`src/hw/rtl/ffa_pkg.sv`:
```
// shared constants, cell codes and types for the forest fire automaton step
`timescale 1ns / 1ps

package ffa_pkg;

  // grid geometry
  localparam int GRID_WIDTH  = 128;
  localparam int GRID_HEIGHT = 64;
  localparam int TOTAL_CELLS = GRID_WIDTH * GRID_HEIGHT;

  localparam int COL_W = $clog2(GRID_WIDTH);
  localparam int ROW_W = $clog2(GRID_HEIGHT);
  // items taken in one frame run up to cells plus one row plus one
  localparam int POS_W = $clog2(TOTAL_CELLS + GRID_WIDTH + 1);

  // field widths
  localparam int CELL_W     = 2;
  localparam int RND_W      = 16;
  localparam int DIV_W      = 16;
  localparam int COLUMN_W   = 7;
  localparam int ROWF_W     = 6;
  localparam int IN_DATA_W  = 24;
  localparam int OUT_DATA_W = 16;
  localparam int LINE_W     = 2 * CELL_W;
  localparam int STEP_W     = $clog2(RND_W + 1);

  // configuration port
  localparam int CFG_ADDR_W = 1;
  localparam int CFG_DATA_W = 16;
  localparam logic [CFG_ADDR_W-1:0] CFG_GROW  = 1'b0;
  localparam logic [CFG_ADDR_W-1:0] CFG_LIGHT = 1'b1;

  localparam int GROW_RESET_VAL = 250;
  localparam logic [DIV_W-1:0] GROW_RESET  = DIV_W'(GROW_RESET_VAL);
  localparam logic [DIV_W-1:0] LIGHT_RESET = DIV_W'(10 * GROW_RESET_VAL);

  // cell codes
  typedef logic [CELL_W-1:0] cell_t;
  localparam cell_t CELL_EMPTY = 2'd0;
  localparam cell_t CELL_TREE  = 2'd1;
  localparam cell_t CELL_FIRE  = 2'd2;
  localparam cell_t CELL_BAD   = 2'd3;

  // which window borders lie inside the grid
  typedef struct packed {
    logic top;
    logic bottom;
    logic left;
    logic right;
  } border_t;

  // request to the shared remainder unit
  typedef struct packed {
    logic             start;
    logic [DIV_W-1:0] divisor;
    logic [RND_W-1:0] dividend;
  } mod_req_t;

endpackage

```
`src/hw/rtl/ffa_ram.sv`:
```
// generic single write port ram with registered read
`timescale 1ns / 1ps

module ffa_ram #(
  parameter int WIDTH = 4,
  parameter int DEPTH = 128
) (
  input  logic                     clk,
  input  logic                     we,
  input  logic [$clog2(DEPTH)-1:0] waddr,
  input  logic [WIDTH-1:0]         wdata,
  input  logic [$clog2(DEPTH)-1:0] raddr,
  output logic [WIDTH-1:0]         rdata
);

  logic [WIDTH-1:0] mem_r [DEPTH];

  always_ff @(posedge clk) begin
    if (we) begin
      mem_r[waddr] <= wdata;
    end
    rdata <= mem_r[raddr];
  end

endmodule

```
`src/hw/rtl/ffa_mod_unit.sv`:
```
// bit-serial restoring remainder unit, one dividend bit per cycle
`timescale 1ns / 1ps

module ffa_mod_unit (
  input  logic              clk,
  input  logic              rst_n,
  input  ffa_pkg::mod_req_t req_i,
  output logic              busy_o,
  output logic              zero_o
);
  import ffa_pkg::*;

  logic [DIV_W-1:0]  rem_r, rem_nxt;
  logic [RND_W-1:0]  dvd_r, dvd_nxt;
  logic [DIV_W-1:0]  div_r, div_nxt;
  logic [STEP_W-1:0] cnt_r, cnt_nxt;

  logic [DIV_W:0] trial;
  logic [DIV_W:0] diff;
  logic           ge;

  assign trial = {rem_r, dvd_r[RND_W-1]};
  assign diff  = trial - {1'b0, div_r};
  assign ge    = (trial >= {1'b0, div_r});

  always_comb begin
    rem_nxt = rem_r;
    dvd_nxt = dvd_r;
    div_nxt = div_r;
    cnt_nxt = cnt_r;
    if (req_i.start) begin
      rem_nxt = '0;
      dvd_nxt = req_i.dividend;
      div_nxt = req_i.divisor;
      cnt_nxt = STEP_W'(RND_W);
    end else if (cnt_r != '0) begin
      // partial remainder stays below the divisor, or holds a dividend prefix for zero
      rem_nxt = ge ? diff[DIV_W-1:0] : trial[DIV_W-1:0];
      dvd_nxt = {dvd_r[RND_W-2:0], 1'b0};
      cnt_nxt = cnt_r - STEP_W'(1);
    end
  end

  always_ff @(posedge clk) begin
    if (!rst_n) begin
      cnt_r <= '0;
    end else begin
      cnt_r <= cnt_nxt;
    end
    rem_r <= rem_nxt;
    dvd_r <= dvd_nxt;
    div_r <= div_nxt;
  end

  assign busy_o = (cnt_r != '0);
  assign zero_o = (rem_r == '0);

endmodule

```
`src/hw/rtl/ffa_window.sv`:
```
// 3x3 neighbourhood window and next-state rule
`timescale 1ns / 1ps

module ffa_window (
  input  logic             clk,
  input  logic             rst_n,
  input  logic             shift_i,
  input  ffa_pkg::cell_t   upper_i,
  input  ffa_pkg::cell_t   middle_i,
  input  ffa_pkg::cell_t   cell_i,
  input  ffa_pkg::border_t border_i,
  input  logic             hit_i,
  output ffa_pkg::cell_t   centre_o,
  output ffa_pkg::cell_t   next_cell_o
);
  import ffa_pkg::*;

  cell_t win_r   [9];
  cell_t win_nxt [9];
  logic  burning;
  logic  [8:0] fire;

  always_comb begin
    for (int i = 0; i < 9; i++) begin
      win_nxt[i] = win_r[i];
    end
    if (shift_i) begin
      for (int r = 0; r < 3; r++) begin
        win_nxt[r*3+0] = win_r[r*3+1];
        win_nxt[r*3+1] = win_r[r*3+2];
      end
      win_nxt[2] = upper_i;
      win_nxt[5] = middle_i;
      win_nxt[8] = cell_i;
    end
  end

  always_ff @(posedge clk) begin
    if (!rst_n) begin
      for (int i = 0; i < 9; i++) begin
        win_r[i] <= CELL_EMPTY;
      end
    end else begin
      for (int i = 0; i < 9; i++) begin
        win_r[i] <= win_nxt[i];
      end
    end
  end

  always_comb begin
    for (int i = 0; i < 9; i++) begin
      fire[i] = (win_r[i] == CELL_FIRE);
    end
  end

  // neighbours outside the grid count as empty
  assign burning =
      (border_i.top    && border_i.left  && fire[0]) ||
      (border_i.top                      && fire[1]) ||
      (border_i.top    && border_i.right && fire[2]) ||
      (border_i.left                     && fire[3]) ||
      (border_i.right                    && fire[5]) ||
      (border_i.bottom && border_i.left  && fire[6]) ||
      (border_i.bottom                   && fire[7]) ||
      (border_i.bottom && border_i.right && fire[8]);

  assign centre_o = win_r[4];

  always_comb begin
    unique case (win_r[4])
      CELL_EMPTY: next_cell_o = hit_i ? CELL_TREE : CELL_EMPTY;
      CELL_TREE:  next_cell_o = (hit_i || burning) ? CELL_FIRE : CELL_TREE;
      CELL_FIRE:  next_cell_o = CELL_EMPTY;
      default:    next_cell_o = CELL_EMPTY;
    endcase
  end

endmodule

```
`src/hw/rtl/forest_fire_automaton_step.sv`:
```
// top level: one forest fire generation over a raster-order cell stream
`timescale 1ns / 1ps

//  channel | direction | handshake               | payload
//  in_     | slave     | in_tvalid / in_tready   | tdata cell_state, random_value; tuser flush
//  out_    | master    | out_tvalid / out_tready | tdata next_cell, column, row; tlast
//  cfg_    | write     | cfg_we                  | cfg_addr, cfg_wdata
//
//  an item that emits a cell goes through accept, line buffer read and window shift,
//  remainder start, 16 steps of the bit-serial remainder unit, a done cycle, output load
//  the first row plus one item of a frame emit nothing and end after the line buffer access
//  the remainder unit, one dividend bit per cycle, sets the rate
//  reset is synchronous and active low; the line buffers are not cleared, rows
//  outside the grid are masked so stale content is never used
//  a finished cell waits in the output register while the next item is worked on;
//  the sequencer only stalls at output load when that register is still full

module forest_fire_automaton_step (
  input  logic                              clk,
  input  logic                              rst_n,
  // cell_state [1:0], random_value [17:2], zero fill [23:18]
  input  logic [ffa_pkg::IN_DATA_W-1:0]     in_tdata,
  // flush [0]
  input  logic [0:0]                        in_tuser,
  input  logic                              in_tvalid,
  output logic                              in_tready,
  // next_cell [1:0], out_column [8:2], out_row [14:9], zero fill [15]
  output logic [ffa_pkg::OUT_DATA_W-1:0]    out_tdata,
  // last_of_frame
  output logic                              out_tlast,
  output logic                              out_tvalid,
  input  logic                              out_tready,
  input  logic                              cfg_we,
  input  logic [ffa_pkg::CFG_ADDR_W-1:0]    cfg_addr,
  input  logic [ffa_pkg::CFG_DATA_W-1:0]    cfg_wdata
);
  import ffa_pkg::*;

  typedef enum logic [4:0] {
    S_IDLE  = 5'b00001,
    S_LOAD  = 5'b00010,
    S_START = 5'b00100,
    S_DIV   = 5'b01000,
    S_FIN   = 5'b10000
  } state_t;

  state_t state_r, state_nxt;

  // configuration
  logic [DIV_W-1:0] grow_r, grow_nxt;
  logic [DIV_W-1:0] light_r, light_nxt;

  // captured item
  cell_t            cell_r, cell_nxt;
  logic [RND_W-1:0] rnd_r, rnd_nxt;

  // positions
  logic [POS_W-1:0] pos_r, pos_nxt;
  logic [COL_W-1:0] in_col_r, in_col_nxt;
  logic [COL_W-1:0] out_col_r, out_col_nxt;
  logic [ROW_W-1:0] out_row_r, out_row_nxt;

  // output register
  logic                  out_valid_r, out_valid_nxt;
  logic [OUT_DATA_W-1:0] out_data_r, out_data_nxt;
  logic                  out_last_r, out_last_nxt;

  logic             accept;
  logic             out_free;
  logic             frame_end;
  logic [LINE_W-1:0] line_rd;
  logic [LINE_W-1:0] line_wr;
  logic             line_we;
  cell_t            line_upper;
  cell_t            line_middle;
  cell_t            in_cell;
  logic             shift;
  border_t          border;
  mod_req_t         mod_req;
  logic             mod_busy;
  logic             mod_zero;
  cell_t            centre;
  cell_t            next_cell;

  assign accept   = in_tvalid && in_tready;
  assign out_free = !out_valid_r || out_tready;
  assign in_tready = (state_r == S_IDLE);

  // a bad cell code, a flush or a cell below the grid all enter as empty
  assign in_cell = ((in_tdata[CELL_W-1:0] == CELL_BAD) || in_tuser[0] ||
                    (pos_r >= POS_W'(TOTAL_CELLS))) ? CELL_EMPTY : in_tdata[CELL_W-1:0];

  // line buffer pair: upper row in the high half, middle row in the low half
  assign line_upper  = line_rd[LINE_W-1:CELL_W];
  assign line_middle = line_rd[CELL_W-1:0];
  assign line_we     = (state_r == S_LOAD);
  assign line_wr     = {line_middle, cell_r};
  assign shift       = (state_r == S_LOAD);

  ffa_ram #(
    .WIDTH(LINE_W),
    .DEPTH(GRID_WIDTH)
  ) u_line (
    .clk  (clk),
    .we   (line_we),
    .waddr(in_col_r),
    .wdata(line_wr),
    .raddr(in_col_r),
    .rdata(line_rd)
  );

  assign border.top    = (out_row_r != '0);
  assign border.bottom = (out_row_r != ROW_W'(GRID_HEIGHT - 1));
  assign border.left   = (out_col_r != '0);
  assign border.right  = (out_col_r != COL_W'(GRID_WIDTH - 1));

  ffa_window u_window (
    .clk        (clk),
    .rst_n      (rst_n),
    .shift_i    (shift),
    .upper_i    (line_upper),
    .middle_i   (line_middle),
    .cell_i     (cell_r),
    .border_i   (border),
    .hit_i      (mod_zero),
    .centre_o   (centre),
    .next_cell_o(next_cell)
  );

  // tree cells test against the lightning divisor, all others against grow
  assign mod_req.start    = (state_r == S_START);
  assign mod_req.divisor  = (centre == CELL_TREE) ? light_r : grow_r;
  assign mod_req.dividend = rnd_r;

  ffa_mod_unit u_mod (
    .clk   (clk),
    .rst_n (rst_n),
    .req_i (mod_req),
    .busy_o(mod_busy),
    .zero_o(mod_zero)
  );

  assign frame_end = (out_col_r == COL_W'(GRID_WIDTH - 1)) &&
                     (out_row_r == ROW_W'(GRID_HEIGHT - 1));

  // configuration writes
  always_comb begin
    grow_nxt  = grow_r;
    light_nxt = light_r;
    if (cfg_we) begin
      unique case (cfg_addr)
        CFG_GROW:  grow_nxt  = cfg_wdata;
        CFG_LIGHT: light_nxt = cfg_wdata;
        default:   grow_nxt  = grow_r;
      endcase
    end
  end

  // sequencer
  always_comb begin
    state_nxt     = state_r;
    cell_nxt      = cell_r;
    rnd_nxt       = rnd_r;
    pos_nxt       = pos_r;
    in_col_nxt    = in_col_r;
    out_col_nxt   = out_col_r;
    out_row_nxt   = out_row_r;
    out_valid_nxt = out_valid_r && !out_tready;
    out_data_nxt  = out_data_r;
    out_last_nxt  = out_last_r;

    unique case (state_r)
      S_IDLE: begin
        if (accept) begin
          cell_nxt  = in_cell;
          rnd_nxt   = in_tdata[CELL_W +: RND_W];
          state_nxt = S_LOAD;
        end
      end
      S_LOAD: begin
        pos_nxt    = pos_r + POS_W'(1);
        in_col_nxt = (in_col_r == COL_W'(GRID_WIDTH - 1)) ? '0 : in_col_r + COL_W'(1);
        // the first row plus one item only fill the window
        state_nxt  = (pos_r >= POS_W'(GRID_WIDTH + 1)) ? S_START : S_IDLE;
      end
      S_START: begin
        state_nxt = S_DIV;
      end
      S_DIV: begin
        if (!mod_busy) begin
          state_nxt = S_FIN;
        end
      end
      S_FIN: begin
        if (out_free) begin
          out_valid_nxt = 1'b1;
          out_data_nxt  = {1'b0, ROWF_W'(out_row_r), COLUMN_W'(out_col_r), next_cell};
          out_last_nxt  = frame_end;
          if (frame_end) begin
            pos_nxt     = '0;
            in_col_nxt  = '0;
            out_col_nxt = '0;
            out_row_nxt = '0;
          end else if (out_col_r == COL_W'(GRID_WIDTH - 1)) begin
            out_col_nxt = '0;
            out_row_nxt = out_row_r + ROW_W'(1);
          end else begin
            out_col_nxt = out_col_r + COL_W'(1);
          end
          state_nxt = S_IDLE;
        end
      end
      default: state_nxt = S_IDLE;
    endcase
  end

  always_ff @(posedge clk) begin
    if (!rst_n) begin
      state_r     <= S_IDLE;
      grow_r      <= GROW_RESET;
      light_r     <= LIGHT_RESET;
      pos_r       <= '0;
      in_col_r    <= '0;
      out_col_r   <= '0;
      out_row_r   <= '0;
      out_valid_r <= 1'b0;
    end else begin
      state_r     <= state_nxt;
      grow_r      <= grow_nxt;
      light_r     <= light_nxt;
      pos_r       <= pos_nxt;
      in_col_r    <= in_col_nxt;
      out_col_r   <= out_col_nxt;
      out_row_r   <= out_row_nxt;
      out_valid_r <= out_valid_nxt;
    end
    cell_r     <= cell_nxt;
    rnd_r      <= rnd_nxt;
    out_data_r <= out_data_nxt;
    out_last_r <= out_last_nxt;
  end

  assign out_tvalid = out_valid_r;
  assign out_tdata  = out_data_r;
  assign out_tlast  = out_last_r;

  // an accepted item always goes on to the line buffer access
  a_accept_load: assert property (@(posedge clk) disable iff (!rst_n)
    accept |=> (state_r == S_LOAD))
    else $error("accepted item did not reach line buffer stage");

  // the remainder unit only runs while the sequencer waits on it
  a_mod_owned: assert property (@(posedge clk) disable iff (!rst_n)
    mod_busy |-> (state_r == S_DIV))
    else $error("remainder unit busy outside its wait state");

  // item count never passes the end of the drain
  a_pos_range: assert property (@(posedge clk) disable iff (!rst_n)
    pos_r <= POS_W'(TOTAL_CELLS + GRID_WIDTH + 1))
    else $error("item count beyond frame drain");

  // a result loaded at frame end restarts all position counters
  a_frame_wrap: assert property (@(posedge clk) disable iff (!rst_n)
    (state_r == S_FIN && out_free && frame_end) |=>
      (pos_r == '0 && out_col_r == '0 && out_row_r == '0 && out_tlast))
    else $error("frame end did not restart positions");

endmodule

```
`config.mk`:
```
export PLATFORM = sky130hd
export DESIGN_NAME = forest_fire_automaton_step
export DESIGN_NICKNAME = d
export VERILOG_FILES = /design/src/hw/rtl/ffa_pkg.sv /design/src/hw/rtl/ffa_ram.sv /design/src/hw/rtl/ffa_mod_unit.sv /design/src/hw/rtl/ffa_window.sv /design/src/hw/rtl/forest_fire_automaton_step.sv
export SDC_FILE = /design/constraint.sdc
export NUM_CORES = 1
export LEC_CHECK = 0
export ABC_AREA = 1
export ABC_CLOCK_PERIOD_IN_PS = 5800
export BUFFER_PORTS_ARGS = -buffer_cell sky130_fd_sc_hd__buf_2
export CELL_PAD_IN_SITES_DETAIL_PLACEMENT = 0
export CELL_PAD_IN_SITES_GLOBAL_PLACEMENT = 2
export CORE_ASPECT_RATIO = 1.75
export CORE_UTILIZATION = 25
export CTS_BUF_LIST = sky130_fd_sc_hd__clkbuf_8
export DETAILED_ROUTE_END_ITERATION = 16
export GPL_ROUTABILITY_DRIVEN = 0
export PLACE_DENSITY = 0.54
export SLEW_MARGIN = 20
export SYNTH_ARGS = -nofsm -noshare
export SYNTH_HDL_FRONTEND = slang
export SYNTH_HIERARCHICAL = 1
export SYNTH_SLANG_ARGS = --single-unit
```
`constraint.sdc`:
```
create_clock -name clk -period 5.8 [get_ports clk]
set_input_delay 0 -clock clk [delete_from_list [all_inputs] [get_ports clk]]
set_output_delay 0 -clock clk [all_outputs]
set_load 0.05 [all_outputs]
```
==> impl_metrics.csv <==
group,metric,value,unit
timing,hold_viol_final,0,
yosys,avgSynthCellArea,10.20,sq um
clock_tree,cts_sinks,693,
drt,firstDrtPassIters,5,
clock_tree,cts_root_buffer,"clkbuf_8",
drt,vias,21570,
final_layout,final_area,35280,sq um
floorplan,die-area,123500,sq um
grt,gr-usage-all-layers,0.1546,
floorplan,die_w,266.1,microns
setup_path,critPathArrivalTime,3.84,ns
clock_tree,clk_latency,0.81,ns
yosys,yosysWarnings,6,
timing,tns,0,ns
grt,grtUsageMet1,0.1541,
final_layout,fin_util,0.2912,
placement,post-place-cells,4558,
setup_path,end_kind,"flip-flop",
grt,grt_overflow_total,0,
power,powerDensity,335.2,nW/um^2
timing,tightest_slew,1.131,ns
power,cellLeakagePower,13.03,nW
clock_tree,cts_inserted_buffers,112,
clock_tree,path_clk_slew,0.07,ns
clock_tree,cts_tree,"yes",
floorplan,core_area,121200,sq um
yosys,synthesis.instances,2992,
yosys,yosysUniqueCellTypes,49,
grt,grtUsageMet3,0.02064,
timing,fmax,318.4,MHz
clock_tree,clk_path_buf_depth,3,
grt,antenna_found_initial,1,
timing,post-route-period-util,0.5415,
yosys,syn-cell-area,30510,sq um
timing,min_period,3.141,ns
drt,first_iter_violations,1184,
grt,grt_first_pass_wirelength,141.5,mm
clock_tree,cts_max_level,3,
outcome,status,"completed",
final_layout,drive_gt1_frac,0.1085,
drt,routed_wl,94.72,mm
floorplan,rows,169,
timing,clock_skew,0.04612,ns
placement,hpwl,58.57,mm
floorplan,pin_count,66,
final_layout,layout_common_cells,"nand2_1 (878), edfxtp_1 (578), nand3_1 (554)",
timing,rsz0062_at_grt,"false",
setup_path,crit_type,"reg -> reg",
final_layout,stdcell_count,4861,
placement,io_buffer_count,58,
grt,use_met2,0.3096,
worst_hold_path,min_path_type,"in -> reg",
final_layout,final_common_cell,"nand2_1",
timing,setup_viol,0,
clock_tree,post_cts_resized,0,
yosys,ys_ff_latch,693,
floorplan,start_util,0.2518,
drt,post-route-drc-count,0,
grt,grt_max_degree,204,
drt,ant_nets,0,
grt,grt_pass1_vias,22831,
power,ir_worst_vdd,0.1827,mV
flow_run,cap_viol_max_count,0,
drt,wire_per_inst,19.49,microns
setup_path,cp_data_required_time,6.50,ns
final_layout,fin_nets,3215,
setup_path,worst_setup_path_start_kind,"flip-flop",
setup_path,cp_max_fo,38,
timing,drv_slew,0,
yosys,synth_nets,3067,
timing,relSlewSlack,0.2462,
power,power,11.83,mW
placement,post_dp_cell_area,32210,sq um
yosys,ys_seq_area_frac,0.6444,
final_layout,area_delta_synth_final,15.64,%
floorplan,dieHeight,464.1,microns
grt,busiest_layer,"met2",
drt,via_per_inst,4.437,
power by group:
group	total (mW)	switching (mW)	internal (mW)
combinational	1.86	1.28	0.580
sequential	5.82	0.136	5.68
clock	4.15	2.08	2.07
total	11.8	3.49	8.33
worst max-delay path, stage by stage, from the launching register on:
cell     delay [ns]
dfxtp_2        0.96
inv_2          0.58
buf_4          0.46
nand3_1        0.18
nand3_1        0.11
nand2_1        0.27
nand2_1        0.11
nand3_1        0.09
nand2_1        0.11
nand2_1        0.08
nand2_1        0.07
path summary, 6_finish.rpt:
kind | startpoint | end | slack (ns) | depth (start not counted)
max | in_col_r[2]$_SDFFE_PN0P_ | u_line/rdata[0]$_DFF_P_ | 2.66 | 10
min | cfg_wdata[13] | light_r[13]$_SDFFE_PN0P_ | 0.12 | 4
max reg2reg | in_col_r[2]$_SDFFE_PN0P_ | u_line/rdata[0]$_DFF_P_ | 2.66 | 10
min reg2reg | u_mod/cnt_r[0]$_SDFFE_PP0P_ | u_mod/cnt_r[0]$_SDFFE_PP0P_ | 0.45 | 1
layer usage:
layer | wire length [microns] | up-vias | share of wire
li1 | - | 10494 | -
met3 | 2730 | 150 | 0.029
met1 | 34760 | 10562 | 0.37
met5 | 0 | - | 0
met4 | 3518 | 0 | 0.037
met2 | 53710 | 364 | 0.57
synth_stat cells, drive strengths merged:
| cell | number | share of area |
|---|---|---|
| a211oi | 2 | 0.00049 |
| a21oi | 48 | 0.0096 |
| a31oi | 2 | 0.00041 |
| and2 | 4 | 0.00082 |
| buf | 114 | 0.027 |
| clkbuf | 32 | 0.0039 |
| conb | 1 | 0.00012 |
| dfxtp | 115 | 0.075 |
| edfxtp | 578 | 0.57 |
| fa | 1 | 0.00066 |
| ha | 27 | 0.011 |
| inv | 174 | 0.022 |
| mux2 | 16 | 0.0059 |
| nand2 | 900 | 0.11 |
| nand3 | 569 | 0.096 |
| nand3b | 5 | 0.0012 |
| nand4 | 27 | 0.0055 |
| nor2 | 279 | 0.039 |
| nor3 | 17 | 0.0032 |
| nor3b | 1 | 0.00025 |
| nor4 | 3 | 0.00062 |
| o21a | 1 | 0.00025 |
| o21ai | 56 | 0.0093 |
| o31ai | 1 | 0.00025 |
| or2 | 3 | 0.00062 |
| xnor2 | 10 | 0.0029 |
| xor2 | 6 | 0.0017 |
logic make-up after synthesis:
kind of cell,Yosys count,synth area share
compound gates,110,0.02030
xor+xnor,16,0.004593
fa+ha+maj,28,0.01173
buf+inv,320,0.05233
flops,693,0.6444
mux,16,0.005906
other cells,1,0.0001229
simple gates,1808,0.2606
registers in the layout, indices dropped and copies added, names as in the netlist:
signal,cells
out_col_r,7
state_r,5
pos_r,14
u_mod/rem_r,16
out_row_r,6
u_mod/dvd_r,16
cell_r,2
u_mod/div_r,16
u_window/win_r,18
in_col_r,7
u_line/mem_r,512
out_tdata,15
u_line/rdata,4
u_mod/cnt_r,5
grow_r,16
light_r,16
rnd_r,16
out_tlast,1
out_tvalid,1
stage by stage:
| stage | setup slack, ns | hold slack, ns |
|---|---|---|
| 2_1_floorplan | 3.432 | 0.09887 |
| 3_3_place_gp | 2.650 | 0.1801 |
| 3_5_place_dp | 2.593 | 0.1784 |
| 4_1_cts | 2.605 | 0.007011 |
| 5_1_grt | 2.473 | 0.08270 |
| 6_report | 2.659 | 0.1172 |
cell type report:
type	instances	area [sq um]
Antenna cell	2	5.005
Tap cell	1624	2032
Fill cell	12662	85880
Timing Repair Buffer	180	1486
Sequential cell	693	19680
Clock buffer	114	1569
Inverter	174	663.1
Clock inverter	95	578.1
Multi-Input combinational cell	1979	9270
timing repair:
action	CTS	global route
hold buffers	92	0
buffers inserted	0	0
hold endpoints to repair	124	0
Power figures use the tool's default switching activity.
